### src/rtl/cobs_frame_receiver_decoder_assert.svh
// Assertion macros for the COBS frame receiver and decoder.
`ifndef COBS_FRAME_RECEIVER_DECODER_ASSERT_SVH
`define COBS_FRAME_RECEIVER_DECODER_ASSERT_SVH
`ifndef SYNTHESIS
`define COBSRX_ASSERT_SAME(name, ante, cons) \
	name: assert property (@(posedge clk) disable iff (!arst_n) (ante) |-> (cons)) \
		else $error("cobs decoder: same-cycle check failed");
`define COBSRX_ASSERT_NEXT(name, ante, cons) \
	name: assert property (@(posedge clk) disable iff (!arst_n) (ante) |=> (cons)) \
		else $error("cobs decoder: next-cycle check failed");
`else
`define COBSRX_ASSERT_SAME(name, ante, cons)
`define COBSRX_ASSERT_NEXT(name, ante, cons)
`endif
`endif

### src/rtl/cobsrx_pkg.sv
// Shared constants, state encoding and control types of the COBS decoder.
package cobsrx_pkg;
	localparam int FRAME_MAX = 64;
	localparam int STORE_DEPTH = 64;
	localparam int ADDR_W = $clog2(STORE_DEPTH);
	localparam int FILL_W = ADDR_W + 1;
	localparam logic [7:0] CODE_FULL = 8'hFF;

	typedef enum logic [3:0] {
		ST_IDLE,
		ST_CHK_RD,
		ST_CHK_EV,
		ST_EM_START,
		ST_EM_CRD,
		ST_EM_CODE,
		ST_EM_DRD,
		ST_EM_DATA,
		ST_EM_GAP,
		ST_FLUSH,
		ST_REJECT
	} state_t;

	typedef struct packed {
		logic store_wr;
		logic fill_clr;
		logic rd_clr;
		logic rd_inc;
		logic rd_add;
		logic nz_clr;
		logic nz_set;
		logic code_ld;
		logic cnt_dec;
		logic push_data;
		logic push_zero;
		logic flush;
		logic reject;
	} cmd_t;

	typedef struct packed {
		logic byte_zero;
		logic fill_full;
		logic rd_lt_len;
		logic chk_bad;
		logic chk_emits;
		logic nonempty;
		logic rdata_one;
		logic cnt_one;
		logic code_full;
	} stat_t;
endpackage

### src/rtl/cobs_frame_receiver_decoder.sv
// Top level of the COBS frame receiver and decoder.
//
// Bytes enter on rx_byte and are taken at a clock edge where start is high and
// busy is low. A nonzero byte is written into the 64-entry frame store while busy
// stays low, so bytes may arrive back to back. A nonzero byte that finds the
// store full empties it and is dropped. A zero byte closes the frame: busy
// rises while the controller first walks the code bytes to check the frame,
// then walks the store again to emit the decoded bytes.
// The check pass reads each code byte and jumps to the next block. The decode
// pass reads each code byte and then each data byte through the registered store
// read, inserts a zero between blocks where one is due, and ends with the final beat.
// Each result beat is on valid, data_byte, last and status for one cycle; the
// final beat of a frame has last set. A rejected frame gives a single beat
// with status set and data_byte zero. Beats are held back by one register
// so that last can be set. Busy falls as the final beat is registered.
// The receiver cannot stall the result beats.
// Reset empties the store and leaves the block idle; no clearing pass is run.
`include "cobs_frame_receiver_decoder_assert.svh"
module cobs_frame_receiver_decoder import cobsrx_pkg::*; (
	input  logic       clk,
	input  logic       arst_n,
	input  logic       start,
	output logic       busy,
	input  logic [7:0] rx_byte,
	output logic       valid,
	output logic [7:0] data_byte,
	output logic       last,
	output logic       status
);
	cmd_t  cmd;
	stat_t stat;

	cobsrx_ctrl u_ctrl (
		.clk    (clk),
		.arst_n (arst_n),
		.start  (start),
		.stat   (stat),
		.cmd    (cmd),
		.busy   (busy)
	);

	cobsrx_dp u_dp (
		.clk       (clk),
		.arst_n    (arst_n),
		.rx_byte   (rx_byte),
		.cmd       (cmd),
		.stat      (stat),
		.valid     (valid),
		.data_byte (data_byte),
		.last      (last),
		.status    (status)
	);

	`COBSRX_ASSERT_SAME(a_reject_is_last, valid && status, last && (data_byte == 8'd0))
	`COBSRX_ASSERT_NEXT(a_delim_goes_busy, start && !busy && (rx_byte == 8'd0), busy)
	`COBSRX_ASSERT_SAME(a_one_command, 1'b1, $onehot0({cmd.push_data, cmd.push_zero, cmd.flush, cmd.reject}))
endmodule

### src/rtl/cobsrx_ram.sv
// Generic simple dual-port RAM with registered read.
module cobsrx_ram #(
	parameter int WIDTH = 8,
	parameter int DEPTH = 64
) (
	input  logic                     clk,
	input  logic                     we,
	input  logic [$clog2(DEPTH)-1:0] waddr,
	input  logic [WIDTH-1:0]         wdata,
	input  logic [$clog2(DEPTH)-1:0] raddr,
	output logic [WIDTH-1:0]         rdata
);
	logic [WIDTH-1:0] mem_q [DEPTH];
	logic [WIDTH-1:0] rdata_q;

	always_ff @(posedge clk) begin
		if (we) begin
			mem_q[waddr] <= wdata;
		end
		rdata_q <= mem_q[raddr];
	end

	assign rdata = rdata_q;
endmodule

### src/rtl/cobsrx_ctrl.sv
// Controller state machine sequencing storage, frame check and decode.
module cobsrx_ctrl import cobsrx_pkg::*; (
	input  logic   clk,
	input  logic   arst_n,
	input  logic   start,
	input  stat_t  stat,
	output cmd_t   cmd,
	output logic   busy
);
	state_t state_q, state_d;

	always_ff @(posedge clk or negedge arst_n) begin
		if (!arst_n) begin
			state_q <= ST_IDLE;
		end else begin
			state_q <= state_d;
		end
	end

	always_comb begin
		state_d = state_q;
		cmd = '0;
		unique case (state_q)
			ST_IDLE: begin
				if (start) begin
					if (stat.byte_zero) begin
						cmd.rd_clr = 1'b1;
						cmd.nz_clr = 1'b1;
						state_d = ST_CHK_RD;
					end else if (stat.fill_full) begin
						cmd.fill_clr = 1'b1;
					end else begin
						cmd.store_wr = 1'b1;
					end
				end
			end
			ST_CHK_RD: begin
				if (stat.rd_lt_len) begin
					state_d = ST_CHK_EV;
				end else if (stat.nonempty) begin
					state_d = ST_EM_START;
				end else begin
					state_d = ST_REJECT;
				end
			end
			ST_CHK_EV: begin
				if (stat.chk_bad) begin
					state_d = ST_REJECT;
				end else begin
					cmd.rd_add = 1'b1;
					cmd.nz_set = stat.chk_emits;
					state_d = ST_CHK_RD;
				end
			end
			ST_EM_START: begin
				cmd.rd_clr = 1'b1;
				state_d = ST_EM_CRD;
			end
			ST_EM_CRD: begin
				state_d = ST_EM_CODE;
			end
			ST_EM_CODE: begin
				cmd.code_ld = 1'b1;
				cmd.rd_inc = 1'b1;
				state_d = stat.rdata_one ? ST_EM_GAP : ST_EM_DRD;
			end
			ST_EM_DRD: begin
				state_d = ST_EM_DATA;
			end
			ST_EM_DATA: begin
				cmd.push_data = 1'b1;
				cmd.rd_inc = 1'b1;
				cmd.cnt_dec = 1'b1;
				state_d = stat.cnt_one ? ST_EM_GAP : ST_EM_DRD;
			end
			ST_EM_GAP: begin
				cmd.push_zero = !stat.code_full && stat.rd_lt_len;
				state_d = stat.rd_lt_len ? ST_EM_CRD : ST_FLUSH;
			end
			ST_FLUSH: begin
				cmd.flush = 1'b1;
				cmd.fill_clr = 1'b1;
				state_d = ST_IDLE;
			end
			ST_REJECT: begin
				cmd.reject = 1'b1;
				cmd.fill_clr = 1'b1;
				state_d = ST_IDLE;
			end
			default: begin
				state_d = ST_IDLE;
			end
		endcase
	end

	assign busy = (state_q != ST_IDLE);
endmodule

### src/rtl/cobsrx_dp.sv
// Datapath: frame store, read pointer, block counter and result registers.
module cobsrx_dp import cobsrx_pkg::*; (
	input  logic       clk,
	input  logic       arst_n,
	input  logic [7:0] rx_byte,
	input  cmd_t       cmd,
	output stat_t      stat,
	output logic       valid,
	output logic [7:0] data_byte,
	output logic       last,
	output logic       status
);
	logic [FILL_W-1:0] fill_q;
	logic [FILL_W-1:0] rd_q;
	logic [7:0]        code_q;
	logic [7:0]        cnt_q;
	logic              nz_q;
	logic [7:0]        pend_q;
	logic              pend_v_q;
	logic              valid_q;
	logic [7:0]        data_q;
	logic              last_q;
	logic              status_q;
	logic [7:0]        rdata;
	logic [8:0]        blk_end;
	logic [8:0]        len9;
	logic [7:0]        push_val;

	cobsrx_ram #(
		.WIDTH(8),
		.DEPTH(STORE_DEPTH)
	) u_store (
		.clk   (clk),
		.we    (cmd.store_wr),
		.waddr (fill_q[ADDR_W-1:0]),
		.wdata (rx_byte),
		.raddr (rd_q[ADDR_W-1:0]),
		.rdata (rdata)
	);

	assign blk_end = {{(9-FILL_W){1'b0}}, rd_q} + {1'b0, rdata};
	assign len9 = {{(9-FILL_W){1'b0}}, fill_q};
	assign push_val = cmd.push_data ? rdata : 8'd0;

	always_comb begin
		stat.byte_zero = (rx_byte == 8'd0);
		stat.fill_full = (fill_q >= FILL_W'(FRAME_MAX));
		stat.rd_lt_len = (rd_q < fill_q);
		stat.chk_bad = (rdata == 8'd0) || (blk_end > len9);
		stat.chk_emits = (rdata > 8'd1) || ((rdata != CODE_FULL) && (blk_end < len9));
		stat.nonempty = nz_q;
		stat.rdata_one = (rdata == 8'd1);
		stat.cnt_one = (cnt_q == 8'd1);
		stat.code_full = (code_q == CODE_FULL);
	end

	always_ff @(posedge clk or negedge arst_n) begin
		if (!arst_n) begin
			fill_q <= '0;
			rd_q <= '0;
			nz_q <= 1'b0;
			pend_v_q <= 1'b0;
			valid_q <= 1'b0;
		end else begin
			if (cmd.fill_clr) begin
				fill_q <= '0;
			end else if (cmd.store_wr) begin
				fill_q <= fill_q + 1'b1;
			end
			if (cmd.rd_clr) begin
				rd_q <= '0;
			end else if (cmd.rd_add) begin
				rd_q <= blk_end[FILL_W-1:0];
			end else if (cmd.rd_inc) begin
				rd_q <= rd_q + 1'b1;
			end
			if (cmd.nz_clr) begin
				nz_q <= 1'b0;
			end else if (cmd.nz_set) begin
				nz_q <= 1'b1;
			end
			if (cmd.push_data || cmd.push_zero) begin
				valid_q <= pend_v_q;
				pend_v_q <= 1'b1;
			end else if (cmd.flush) begin
				valid_q <= 1'b1;
				pend_v_q <= 1'b0;
			end else if (cmd.reject) begin
				valid_q <= 1'b1;
			end else begin
				valid_q <= 1'b0;
			end
		end
	end

	always_ff @(posedge clk) begin
		if (cmd.code_ld) begin
			code_q <= rdata;
			cnt_q <= rdata - 8'd1;
		end else if (cmd.cnt_dec) begin
			cnt_q <= cnt_q - 8'd1;
		end
		if (cmd.push_data || cmd.push_zero) begin
			pend_q <= push_val;
			data_q <= pend_q;
			last_q <= 1'b0;
			status_q <= 1'b0;
		end else if (cmd.flush) begin
			data_q <= pend_q;
			last_q <= 1'b1;
			status_q <= 1'b0;
		end else if (cmd.reject) begin
			data_q <= 8'd0;
			last_q <= 1'b1;
			status_q <= 1'b1;
		end
	end

	assign valid = valid_q;
	assign data_byte = data_q;
	assign last = last_q;
	assign status = status_q;
endmodule
### config.mk
export PLATFORM = sky130hd
export DESIGN_NAME = cobs_frame_receiver_decoder
export DESIGN_NICKNAME = d
export VERILOG_FILES = /design/src/rtl/cobsrx_pkg.sv /design/src/rtl/cobs_frame_receiver_decoder.sv /design/src/rtl/cobsrx_ram.sv /design/src/rtl/cobsrx_ctrl.sv /design/src/rtl/cobsrx_dp.sv
export VERILOG_INCLUDE_DIRS = /design/src /design/src/rtl
export SDC_FILE = /design/constraint.sdc
export NUM_CORES = 1
export LEC_CHECK = 0
export BUFFER_PORTS_ARGS = -buffer_cell sky130_fd_sc_hd__clkbuf_2
export CAP_MARGIN = 20
export CORE_MARGIN = 5
export CORE_UTILIZATION = 35
export CTS_BUF_LIST = sky130_fd_sc_hd__clkbuf_4
export CTS_CLUSTER_SIZE = 14
export DETAILED_ROUTE_END_ITERATION = 16
export GPL_ROUTABILITY_DRIVEN = 0
export GPL_TIMING_DRIVEN = 0
export HOLD_SLACK_MARGIN = 0.02
export MAX_ROUTING_LAYER = met4
export PLACE_DENSITY = 0.58
export SYNTH_ARGS = -nofsm -noshare
export SYNTH_HDL_FRONTEND = slang
export SYNTH_SLANG_ARGS = --single-unit
### constraint.sdc
create_clock -name clk -period 5.2 [get_ports clk]
set_clock_uncertainty 0.2 [all_clocks]
set_input_delay 1.04 -clock clk [delete_from_list [all_inputs] [get_ports clk]]
set_output_delay 1.04 -clock clk [all_outputs]
set_load 0.1 [all_outputs]
[Yosys cells after proc, flatten, opt, wreduce, memory -nomap -nowiden]
Memories as Yosys holds them, arrays and structs flattened. A register that Yosys moved wholly into a read port is not among the register bits.
Index checks and enable logic that the tools add are counted.
Word-level totals
  register bits: 55
  bits in writable memories: 512
  input bits: 11
  output and inout port bits: 12
  word-level logic and storage cells: 110
  memories: 1
Memories
  u_dp.u_store.mem_q: depth 64, bits a word 8, rd ports 1, clocked after Yosys merged registers in 1, wr ports 1, line cobsrx_ram.sv:13  | logic [WIDTH-1:0] mem_q [DEPTH];
Operators by class
  add/subtract/negate cells: 5
  $lt $le $gt $ge: 5
  equal/unequal tests: 16
  muxes and demuxes: 50
  reduce and logical (&&, ||, !) cells: 21
Operators by type and width (number)
  two-way mux 8 bit: 5
  case mux 4 bit (9 select lines): 1
  two-way mux 7 bit: 5
  two-way mux 4 bit: 8
  two-way mux 1 bit: 26
  == test 4 x 3 -> 1 bit (second input constant): 4
  == test 8 x 1 -> 1 bit (second input constant): 2
  logical NOT 8 bit: 2
  subtractor 8 x 1 -> 8 bit (second input constant): 2
  adder 7 x 1 -> 7 bit (second input constant): 2
  == test 4 bit (second input constant): 3
  nonzero test 2 bit: 5
  adder 7 x 8 -> 9 bit: 1
  greater-than comparator 9 x 7 -> 1 bit: 1
  less-than comparator 9 x 7 -> 1 bit: 1
  == test 4 x 2 -> 1 bit (second input constant): 2
  == test 8 bit (second input constant): 1
  greater-than comparator 8 x 1 -> 1 bit (second input constant): 1
  != test 8 bit (second input constant): 1
  greater-or-equal comparator 7 bit (second input constant): 1
  less-than comparator 7 bit: 1
  nonzero test 3 bit: 2
  OR reduction 2 bit: 3
  == test 4 x 1 -> 1 bit (second input constant): 1
  10 further kinds: 16

[Longest topological paths before layout]
Gate-level depths: netlist of the first run.
  depth after elaboration: 8
  mapped depth: 17
  depth with buffers taken out: 16

[By module]
A second synthesis of the first run with hierarchy kept.
Unflattened totals
  cell total of the unflattened synthesis: 1289
  area, all modules: 23721.5 µm²
Modules (own cells, without submodules)
  cobsrx_ram: times used 1, cells each 940, area an instance 20166.8 µm², sequential area each 15534.9 µm²
  cobsrx_dp: times used 1, cells each 292, area an instance 3114.2 µm², sequential area each 1426.4 µm²
  cobsrx_ctrl: times used 1, cells each 57, area an instance 440.4 µm², sequential area each 100.1 µm²

[Worst setup path before layout of the first run]
OpenSTA, ideal clock, no wires.
  path type: reg2reg
  start point: reg u_dp.u_store.rdata_q[0], in the netlist u_dp.u_store.rdata[0] (read register of u_dp.u_store.mem_q)
  end point: reg u_dp.nz_q
  setup time: 0.122 ns
  arrival time: 3.070 ns
  data required time: 4.878 ns
  path slack: 1.808 ns
  cell stages (with the launch flop): 18
  path buffers: 1
  clock period less this slack: 3.392 ns
  cells stage by stage: dfxtp_1 ha_1 inv_1 fa_1 nor2b_1 o31a_1 o21a_1 nor2_1 xor2_1 inv_1 ha_1 o21a_1 o22a_1 o21ai_0 and3b_1 buf_6 a21oi_1 a2111oi_1
Between the ends
  longest elaborated chain between the ends: 7
  elaborated cells on any way between the ends: 12
  classes of those cells: add/sub: 1; order compare: 3; eq/ne: 1; mux: 2; reduce/logical: 5
RTL lines
  from (decl): line cobsrx_ram.sv:14  | logic [WIDTH-1:0] rdata_q;
  adder 7 x 8 -> 9 bit: line cobsrx_dp.sv:41  | assign blk_end = {{(9-FILL_W){1'b0}}, rd_q} + {1'b0, rdata};
  less-than comparator 9 x 7 -> 1 bit: line cobsrx_dp.sv:50  | stat.chk_emits = (rdata > 8'd1) || ((rdata != CODE_FULL) && (blk_end < len9));
  logical AND 1 bit: line cobsrx_dp.sv:50
  logical OR 1 bit: line cobsrx_dp.sv:50
  two-way mux 1 bit *: line cobsrx_ctrl.sv:47  | if (stat.chk_bad) begin
  two-way mux 1 bit *: line cobsrx_ctrl.sv:23  | unique case (state_q)
  nonzero test 2 bit (no source line) *
  to (signal assigned): line cobsrx_dp.sv:61  | nz_q <= 1'b0;
  to (signal assigned): line cobsrx_dp.sv:78  | nz_q <= 1'b0;
  to (signal assigned): line cobsrx_dp.sv:80  | nz_q <= 1'b1;
  to (decl): line cobsrx_dp.sv:17  | logic nz_q;
Every way passes the cells marked *; elsewhere a longest branch is shown, timed or not.
A chain may end at the register's enable or synchronous reset.

[Worst setup path after layout of the first run]
  start point: reg u_dp.rd_q[1]
  end point: reg u_dp.rd_q[5]
Between the ends
  longest elaborated chain between the ends: 7
  elaborated cells on any way between the ends: 10
  classes of those cells: add/sub: 2; order compare: 1; mux: 5; reduce/logical: 2
RTL lines
  from (decl): line cobsrx_dp.sv:14  | logic [FILL_W-1:0] rd_q;
  from (signal assigned): line cobsrx_dp.sv:73  | rd_q <= blk_end[FILL_W-1:0];
  from (signal assigned): line cobsrx_dp.sv:75  | rd_q <= rd_q + 1'b1;
  adder 7 x 8 -> 9 bit: line cobsrx_dp.sv:41
  greater-than comparator 9 x 7 -> 1 bit: line cobsrx_dp.sv:49  | stat.chk_bad = (rdata == 8'd0) || (blk_end > len9);
  logical OR 1 bit: line cobsrx_dp.sv:49
  two-way mux 1 bit: line cobsrx_ctrl.sv:47
  two-way mux 1 bit: line cobsrx_ctrl.sv:23
  two-way mux 7 bit: line cobsrx_dp.sv:72  | end else if (cmd.rd_add) begin
  two-way mux 7 bit: line cobsrx_dp.sv:70  | if (cmd.rd_clr) begin
Several ways; a longest one is shown, not always the timed one. The select of a mux whose other input is x is not followed.

==> results.sh, run 1 <==
export IMPL_cts_root_buf="clkbuf_4"
export IMPL_yosys_warnings=0
export IMPL_finalSetupViolations=0
export IMPL_worstSetupEndpointType="flop"
export IMPL_clk_pin_slew_ps=60
export IMPL_dr_total_vias=12697
export IMPL_fmax_mhz=217
export IMPL_final_common_cell="edfxtp_1"
export IMPL_final_antenna_net_count=0
export IMPL_crit_fanout=9
export IMPL_synth_area_um2=23400
export IMPL_synth_area_per_cell_um2=18.8
export IMPL_setup_tns_ps=0
export IMPL_yosys_area_top_type="edfxtp_1"
export IMPL_vias_per_cell=5.29
export IMPL_multiInputGateArea_um2=5920
export IMPL_drv_slew=0
export IMPL_synth_top_cell_area_share_pct=69.7
export IMPL_ioPinCount=23
export IMPL_die_w_um=269
export IMPL_portBuffers=22
export IMPL_drv_cap=0
export IMPL_grt_first_pass_wirelength_um=83300
export IMPL_hold_viol_final=0
export IMPL_async_reset_ff_share_pct=3.65
export IMPL_grt_overflow=0
export IMPL_wl_per_cell_um=23.2
export IMPL_final_period_utilization_pct=88.5
export IMPL_die_h_um=269
export IMPL_worst_endpoint_required_ps=5800
export IMPL_drt_wl_total_um=55800
export IMPL_critPathArrivalTime_ps=5210
export IMPL_route_detailed_drc=0
export IMPL_die_area_um2=72200
export IMPL_drive_above_1_share_pct=27.5
export IMPL_holdWs_ps=274
export IMPL_clk_latency_ps=1010
export IMPL_clockBufferDepth=3
export IMPL_synth_cells=1246
export IMPL_nFillCells=6068
export IMPL_area_growth_syn_to_layout_pct=13.9
export IMPL_h_tree_depth=4
export IMPL_ctsResizeCount=0
export IMPL_start_kind="flop"
export IMPL_antenna_found_initial=3
export IMPL_hold_buffers=1
export IMPL_max_slew_margin_pct=31.6
export IMPL_rsz0062_at_grt="no"
export IMPL_cts_sinks=575
export IMPL_finalCriticalPeriod_ps=4600
export IMPL_dr_pass1_iters=7
export IMPL_start_util_pct=35.4
export IMPL_outcome="finished, final reports clean"
export IMPL_synth_fp_nets=1286
export IMPL_numCtsBuffers=148
export IMPL_core_area_um2=66100
export IMPL_leakagePower_nw=8.64
export IMPL_layout_common_cells="544 x edfxtp_1, 207 x clkbuf_4, 128 x mux4_2, 95 x nor2_1, 41 x nand2_1"
export IMPL_p_per_area_nw_per_um2=533
export IMPL_ys_ff_latch=575
export IMPL_ir_worst_vdd_mv=0.244
export IMPL_fin_cells=2402
export IMPL_final_net_count=1468
export IMPL_place_hpwl_um=36000
export IMPL_grt_max_degree=66
export IMPL_dp_cells=2140
export IMPL_grt_pass1_vias=13367
export IMPL_max_slew_worst_pin_slew_ps=1020
export IMPL_drt_iter0_markers=1236
export IMPL_cts_tree="yes"
export IMPL_track_usage_pct=16.2
export IMPL_synth_flop_cell="edfxtp_1"
export IMPL_min_path_type="reg2reg"
export IMPL_synth_area_top_cells="edfxtp_1 70%, mux4_2 12%, dfrtp_1 2.2%"
export IMPL_postCtsSetupRepairBufs=0
export IMPL_synth_edf_count=544
export IMPL_synth_seq_area_share_pct=72.8
export IMPL_rows=94
export IMPL_crit_type="reg2reg"
export IMPL_final_seq_area_um2=17100
export IMPL_synth_cell_types=70
## Yosys cell counts (15+ instances only)
library cell	instances
edfxtp_1	544
mux4_2	128
nor2_1	95
nand2_1	41
a21oi_1	30
clkbuf_1	28
ha_1	28
a22oi_1	26
a22o_1	24
dfrtp_1	21
inv_1	20
nor2b_1	19
a221oi_1	17
o21ai_0	16
nand3_1	15
xnor2_1	15
## cell families (layout without fill, tap and decap cells)
family | Yosys count | after routing | share of synthesized area [%]
xor gates and xnor gates | 25 | 25 | 0.935
other | 0 | 7 | 0
buffers and inverters | 85 | 370 | 1.90
and+or+nand+nor | 231 | 231 | 4.95
muxes | 130 | 130 | 12.4
AOI/OAI and AO/OA | 171 | 171 | 5.43
adders and majority gates | 29 | 29 | 1.58
DFF | 575 | 575 | 72.8
## critical path, cell delays in order, from the launching register on
cell	delay [ps]
dfrtp_1	660
inv_1	260
fa_1	480
nor2b_1	190
o31a_1	180
o21a_1	120
nor2_1	40
xor2_1	210
inv_1	80
ha_1	210
nor3_1	200
o21ai_0	160
o21ai_0	410
nand2_1	180
nor3b_1	650
a211oi_1	170
## flip-flops by register name, indices dropped and copies added, names as in the netlist
signal / flops
u_ctrl.state_q: 4
u_dp.cnt_q: 8
u_dp.code_q: 8
u_dp.data_byte: 8
u_dp.fill_q: 7
u_dp.last: 1
u_dp.nz_q: 1
u_dp.pend_q: 8
u_dp.pend_v_q: 1
u_dp.rd_q: 7
u_dp.status: 1
u_dp.u_store.mem_q: 512
u_dp.u_store.rdata: 8
u_dp.valid: 1
## metal layers
metal  track usage [%]  part of all wire [%]
met1              21.3                    43
met2              23.8                    46
met3              4.50                   7.2
met4              6.80                   3.3
met5                 -                     0
## power breakdown
| part | switching, W | total [W] | internal (W) |
|---|---|---|---|
| sequential | 0.000222 | 0.00554 | 0.00532 |
| clock | 0.00184 | 0.00378 | 0.00194 |
| combinational | 0.00296 | 0.00491 | 0.00195 |
| total | 0.00502 | 0.0142 | 0.00921 |
## final timing paths
path                                           from                         end  slack (ps)  cells past startpoint
min                          u_dp.last$_SDFFE_PP0P_      u_dp.last$_SDFFE_PP0P_         270                      1
max in group asynchronous                    arst_n    u_dp.rd_q[6]$_DFFE_PN0P_        3930                      2
min in group asynchronous                    arst_n  u_dp.fill_q[3]$_DFFE_PN0P_         410                      2
min reg2reg                  u_dp.last$_SDFFE_PP0P_      u_dp.last$_SDFFE_PP0P_         270                      1
max                        u_dp.rd_q[1]$_DFFE_PN0P_    u_dp.rd_q[5]$_DFFE_PN0P_         600                     15
max reg2reg                u_dp.rd_q[1]$_DFFE_PN0P_    u_dp.rd_q[5]$_DFFE_PN0P_         600                     15
## final cells by class
cell class | instances | area share, %
well taps | 864 | 4.05
diodes | 7 | 0.0657
flip-flops and latches | 575 | 64.0
multi-input cells | 586 | 22.2
clock buffers | 207 | 5.82
inverters | 23 | 0.324
plain buffers | 62 | 1.34
repair buffers | 32 | 1.21
clock inverters | 46 | 1.03
## stage by stage
stage          util [%]  power [W]  area [um^2]  setup WS, ps
2_1_floorplan         -    0.00901        23400          1810
3_3_place_gp       37.2     0.0105        24600          42.3
3_5_place_dp       37.5     0.0105        24800          48.0
4_1_cts            40.3     0.0144        26600           688
5_1_grt            40.4     0.0150        26700           448
6_report           40.4     0.0142        26700           597
(Power assumes the default switching activity.)
==> inputs of run 2 (changes only) <==
clock period = 4.4 ns   (was 5.2 ns; I/O delays follow)
==> results.sh, run 2 (synthesized netlist as in run 1, its figures left out) <==
export IMPL_final_net_count=1468
export IMPL_cts_sinks=575
export IMPL_fin_area_um2=26700
export IMPL_dr_pass1_iters=5
export IMPL_final_period_utilization_pct=96.0
export IMPL_final_antenna_net_count=0
export IMPL_drive_above_1_share_pct=27.7
export IMPL_drt_wl_total_um=55800
export IMPL_ir_worst_vdd_mv=0.290
export IMPL_worst_endpoint_required_ps=5020
export IMPL_cts_root_buf="clkbuf_4"
export IMPL_finalCriticalPeriod_ps=4220
export IMPL_max_slew_worst_pin_slew_ps=1040
export IMPL_area_growth_syn_to_layout_pct=13.9
export IMPL_antenna_found_initial=3
export IMPL_p_per_area_nw_per_um2=631
export IMPL_clk_pin_slew_ps=60
export IMPL_dp_cells=2140
export IMPL_start_util_pct=35.4
export IMPL_ioPinCount=23
export IMPL_h_tree_depth=4
export IMPL_rows=94
export IMPL_top_register="u_dp.u_store.mem_q"
export IMPL_critPathMaxStageDelay_ps=550
export IMPL_crit_slowest_cell="dfxtp_1"
export IMPL_postCtsSetupRepairBufs=0
export IMPL_min_path_type="in2reg"
export IMPL_grt_first_pass_wirelength_um=83300
export IMPL_r2r_slack_ps=180
export IMPL_cts_tree="yes"
export IMPL_place_area_um2=24800
export IMPL_crit_chain="inv_1, fa_1, nor2b_1, o31a_1, o21a_1, nor2_1, xor2_1, inv_1, ha_1, nor3_1, o21ai_0, o21ai_0, nand2_1, nor3b_2, a211oi_1"
export IMPL_wl_per_cell_um=23.2
export IMPL_rsz0062_at_grt="no"
export IMPL_dr_total_vias=12764
export IMPL_die_w_um=269
export IMPL_leakagePower_nw=8.64
export IMPL_drt_iter0_markers=1253
export IMPL_place_hpwl_um=36000
export IMPL_crit_type="reg2reg"
export IMPL_track_usage_pct=16.2
export IMPL_critPathTopFamily="simple AND/OR/NAND/NOR gates"
export IMPL_grt_pass1_vias=13373
export IMPL_max_slew_margin_pct=30.4
export IMPL_crit_fanout=8
export IMPL_die_area_um2=72200
export IMPL_drv_cap=0
export IMPL_route_detailed_drc=0
export IMPL_drv_slew=0
export IMPL_outcome="finished, final reports clean"
export IMPL_largest_reg_flops=512
export IMPL_numCtsBuffers=148
export IMPL_grt_overflow=0
export IMPL_portBuffers=22
export IMPL_core_area_um2=66100
export IMPL_layout_common_cells="544 x edfxtp_1, 207 x clkbuf_4, 128 x mux4_2, 95 x nor2_1, 41 x nand2_1"
export IMPL_grt_max_degree=66
export IMPL_worst_path_buf_inv=2
export IMPL_final_common_cell="edfxtp_1"
export IMPL_critPathArrivalTime_ps=4840
export IMPL_worstSetupEndpointType="flop"
export IMPL_clockBufferDepth=3
export IMPL_start_kind="flop"
export IMPL_clk_latency_ps=1000
export IMPL_die_h_um=269
export IMPL_hold_viol_final=0
export IMPL_finalSetupViolations=0
export IMPL_fmax_mhz=237
export IMPL_vias_per_cell=5.31
export IMPL_fin_cells=2402
run 2: cell counts in the layout (fill, tap and decap cells not counted):
Identical to the previous run, type by type.
run 2: final cells by class:
cell class                      instances  area, um^2
Fill cell                            6066       39400
Sequential cell                       575       17100
Multi-Input combinational cell        586        5930
Clock buffer                          207        1550
Tap cell                              864        1080
Buffer                                 62         358
Timing Repair Buffer                   32         323
Clock inverter                         46         274
Inverter                               23        86.3
Antenna cell                            7        17.5
run 2: path summary, 6_finish.rpt:
| kind | start | endpoint | depth (start not counted) |
|---|---|---|---|
| min in group asynchronous | arst_n | u_dp.fill_q[3]$_DFFE_PN0P_ | 2 |
| hold / removal | start | u_ctrl.state_q[0]$_DFFE_PN0P_ | 5 |
| max in group asynchronous | arst_n | u_dp.rd_q[6]$_DFFE_PN0P_ | 2 |
| hold reg to reg | u_dp.last$_SDFFE_PP0P_ | u_dp.last$_SDFFE_PP0P_ | 1 |
| setup / recovery | u_dp.u_store.rdata[1]$_DFF_P_ | u_dp.rd_q[5]$_DFFE_PN0P_ | 15 |
| setup reg to reg | u_dp.u_store.rdata[1]$_DFF_P_ | u_dp.rd_q[5]$_DFFE_PN0P_ | 15 |
run 2: worst reg2reg max path, delay by kind of cell, from the launching register on:
kind | cells | cell delay, ps
compound gates | 5 | 1040
xor+xnor | 1 | 220
fa+ha+maj | 2 | 700
buf+inv | 2 | 280
flops | 1 | 550
simple gates | 5 | 1090
run 2: repair_timing:
item | in CTS | in global routing
setup endpoints to repair | 5 | 7
pin swaps | 0 | 0
gates resized for setup | 1 | 2
hold buffers | 1 | 0
hold endpoints to repair | 21 | 0
run 2: through the flow:
stage	TNS, ps	hold slack [ps]	utilization (%)	total power (W)	worst slack [ps]
after global routing	0	57.6	40.4	0.0177	6.77
after detailed placement	-92470	266	37.5	0.0125	-592
after global placement	-137180	262	37.2	0.0124	-598
after CTS	0	47.5	40.3	0.0170	67.2
final	0	154	40.4	0.0168	177
after floorplan	0	292	-	0.0106	1010
run 2: power breakdown:
part	leakage (nW)	internal (W)	switching, W	total (W)
clock	1.07	0.00230	0.00217	0.00447
combinational	2.33	0.00230	0.00352	0.00583
sequential	5.24	0.00629	0.000263	0.00655
total	8.64	0.0109	0.00596	0.0168
run 2: metal layers:
metal	wire [um]	up-vias	track usage, %
met4	1880	0	6.80
li1	-	5580	-
met5	0	-	-
met2	25800	510	23.8
met1	23800	6561	21.3
met3	4210	113	4.50
==> inputs of run 3 (changes only) <==
CORE_ASPECT_RATIO = 0.7   (was not set)
CORE_UTILIZATION = 38   (was 35)
PLACE_DENSITY = 0.61   (was 0.58)
==> results.sh, run 3 (synthesized netlist as in run 1, its figures left out) <==
export IMPL_max_slew_margin_pct=36.6
export IMPL_power_switching_w=0.00587
export IMPL_p_int_w=0.0107
export IMPL_r2r_slack_ps=320
export IMPL_grt_pass1_vias=12716
export IMPL_worst_endpoint_required_ps=4930
export IMPL_largest_reg_flops=512
export IMPL_finalSetupViolations=0
export IMPL_cts_root_buf="clkbuf_4"
export IMPL_clockBufferDepth=3
export IMPL_top_register="u_dp.u_store.mem_q"
export IMPL_vias_per_cell=5.46
export IMPL_die_h_um=218
export IMPL_antenna_found_initial=2
export IMPL_fin_ws_ps=323
export IMPL_worst_path_buf_inv=3
export IMPL_area_growth_syn_to_layout_pct=12.6
export IMPL_nFillCells=5407
export IMPL_crit_type="reg2reg"
export IMPL_max_slew_worst_pin_slew_ps=947
export IMPL_final_common_cell="edfxtp_1"
export IMPL_finalCriticalPeriod_ps=4080
export IMPL_rows=76
export IMPL_p_comb_share_pct=35.4
export IMPL_die_area_um2=66800
export IMPL_crit_chain="inv_1, fa_1, nor2b_1, o31a_1, o21a_1, nor2_1, xor2_1, inv_1, ha_1, nor3_1, o21ai_0, o21ai_0, and3b_1, buf_6, a21oi_1, a2111oi_1"
export IMPL_layout_common_cells="544 x edfxtp_1, 194 x clkbuf_4, 128 x mux4_2, 95 x nor2_1, 41 x nand2_1"
export IMPL_start_util_pct=38.2
export IMPL_track_usage_pct=17.0
export IMPL_hold_viol_final=0
export IMPL_critPathMaxStageDelay_ps=530
export IMPL_drv_slew=0
export IMPL_dr_pass1_iters=6
export IMPL_leakagePower_nw=8.53
export IMPL_drive_above_1_share_pct=27.0
export IMPL_drt_iter0_markers=1437
export IMPL_core_area_um2=61300
export IMPL_start_kind="flop"
export IMPL_clk_latency_ps=860
export IMPL_place_hpwl_um=36800
export IMPL_final_period_utilization_pct=92.7
export IMPL_seq_power_share_pct=39.5
export IMPL_critPathTopFamily="compound AO/OA/AOI/OAI gates"
export IMPL_critPathArrivalTime_ps=4610
export IMPL_finish_utilization_pct=43.0
export IMPL_dr_total_vias=12696
export IMPL_grt_first_pass_wirelength_um=81500
export IMPL_portBuffers=22
export IMPL_numCtsBuffers=134
export IMPL_route_detailed_drc=0
export IMPL_ioPinCount=23
export IMPL_grt_max_degree=51
export IMPL_outcome="finished, final reports clean"
export IMPL_grt_overflow=0
export IMPL_h_tree_depth=4
export IMPL_postCtsSetupRepairBufs=0
export IMPL_drt_wl_total_um=54900
export IMPL_clk_pin_slew_ps=80
export IMPL_final_antenna_net_count=0
export IMPL_rsz0062_at_grt="no"
export IMPL_switching_share_pct=35.4
export IMPL_cts_sinks=575
export IMPL_p_per_area_nw_per_um2=629
export IMPL_setup_tns_ps=0
export IMPL_final_net_count=1453
export IMPL_cts_tree="yes"
export IMPL_crit_fanout=9
export IMPL_p_clk_share_pct=25.2
export IMPL_crit_slowest_cell="dfrtp_2"
export IMPL_min_path_type="in2reg"
export IMPL_ir_worst_vdd_mv=0.482
export IMPL_worstSetupEndpointType="flop"
export IMPL_pre_cts_slack_ps=-318
export IMPL_drv_cap=0
export IMPL_die_w_um=307
export IMPL_wl_per_cell_um=23.6
export IMPL_fmax_mhz=245
[run 3: cell types whose count changed in the layout (fill, tap and decap cells not counted), moves of 3 or more]
cell / before / now
inv_2: 1 / 4
buf_16: 3 / 0
clkinv_1: 33 / 23
diode_2: 7 / 3
clkinv_4: 3 / 0
clkbuf_4: 207 / 194
inv_6: 3 / 0
[run 3: timing repair]
action,CTS,global route
hold endpoints to repair,21,0
hold buffers,1,0
endpoints found under the setup margin,0,7
resized for setup,0,3
[run 3: area by class of cell]
class	count	area [um^2]	area share, %
diodes	3	7.51	0.0285
plain buffers	62	358	1.36
clock buffers	194	1460	5.52
clock inverters	31	180	0.683
inverters	23	86.3	0.327
multi-input cells	586	5930	22.5
flip-flops and latches	575	17100	64.7
well taps	819	1020	3.88
repair buffers	31	280	1.06
[run 3: power by group through the flow]
stage	sequential, W	clock [W]	combinational (W)
floorplan	0.00681	0	0.00383
finish	0.00655	0.00418	0.00587
CTS	0.00654	0.00429	0.00583
global placement	0.00666	0	0.00571
global route	0.00657	0.00457	0.00627
detailed placement	0.00666	0	0.00581
[run 3: per-layer routing]
metal	up-vias	part of all wire (%)	global-route usage, %
met5	-	0	-
met3	82	9.6	5.00
met2	538	42	22.7
met1	6552	47	25.6
met4	0	1.4	4.07
li1	5524	-	-
[run 3: metrics by stage]
step | instances | area (um^2) | power (W) | hold WS, ps
after floorplan | 1246 | 23400 | 0.0106 | 292
after global placement | 2087 | 24600 | 0.0124 | 252
after detailed placement | 2095 | 24700 | 0.0125 | 267
after CTS | 2321 | 26400 | 0.0167 | 176
after global routing | 2323 | 26400 | 0.0174 | 215
final | 2324 | 26400 | 0.0166 | 238
[run 3: worst paths after layout]
check                                           endpoint  cells after the start                     start
setup / recovery                   u_dp.nz_q$_DFFE_PN0P_                     16  u_dp.rd_q[1]$_DFFE_PN0P_
hold / removal             u_ctrl.state_q[0]$_DFFE_PN0P_                      5                     start
setup reg to reg                   u_dp.nz_q$_DFFE_PN0P_                     16  u_dp.rd_q[1]$_DFFE_PN0P_
hold reg to reg                   u_dp.last$_SDFFE_PP0P_                      1    u_dp.last$_SDFFE_PP0P_
max in group asynchronous       u_dp.rd_q[1]$_DFFE_PN0P_                      2                    arst_n
min in group asynchronous       u_dp.rd_q[1]$_DFFE_PN0P_                      2                    arst_n
[run 3: worst min-delay path, stage by stage]
cell	delay, ps
clkbuf_2	110
inv_1	70
nor3_2	50
nor2_1	80
a221oi_1	60
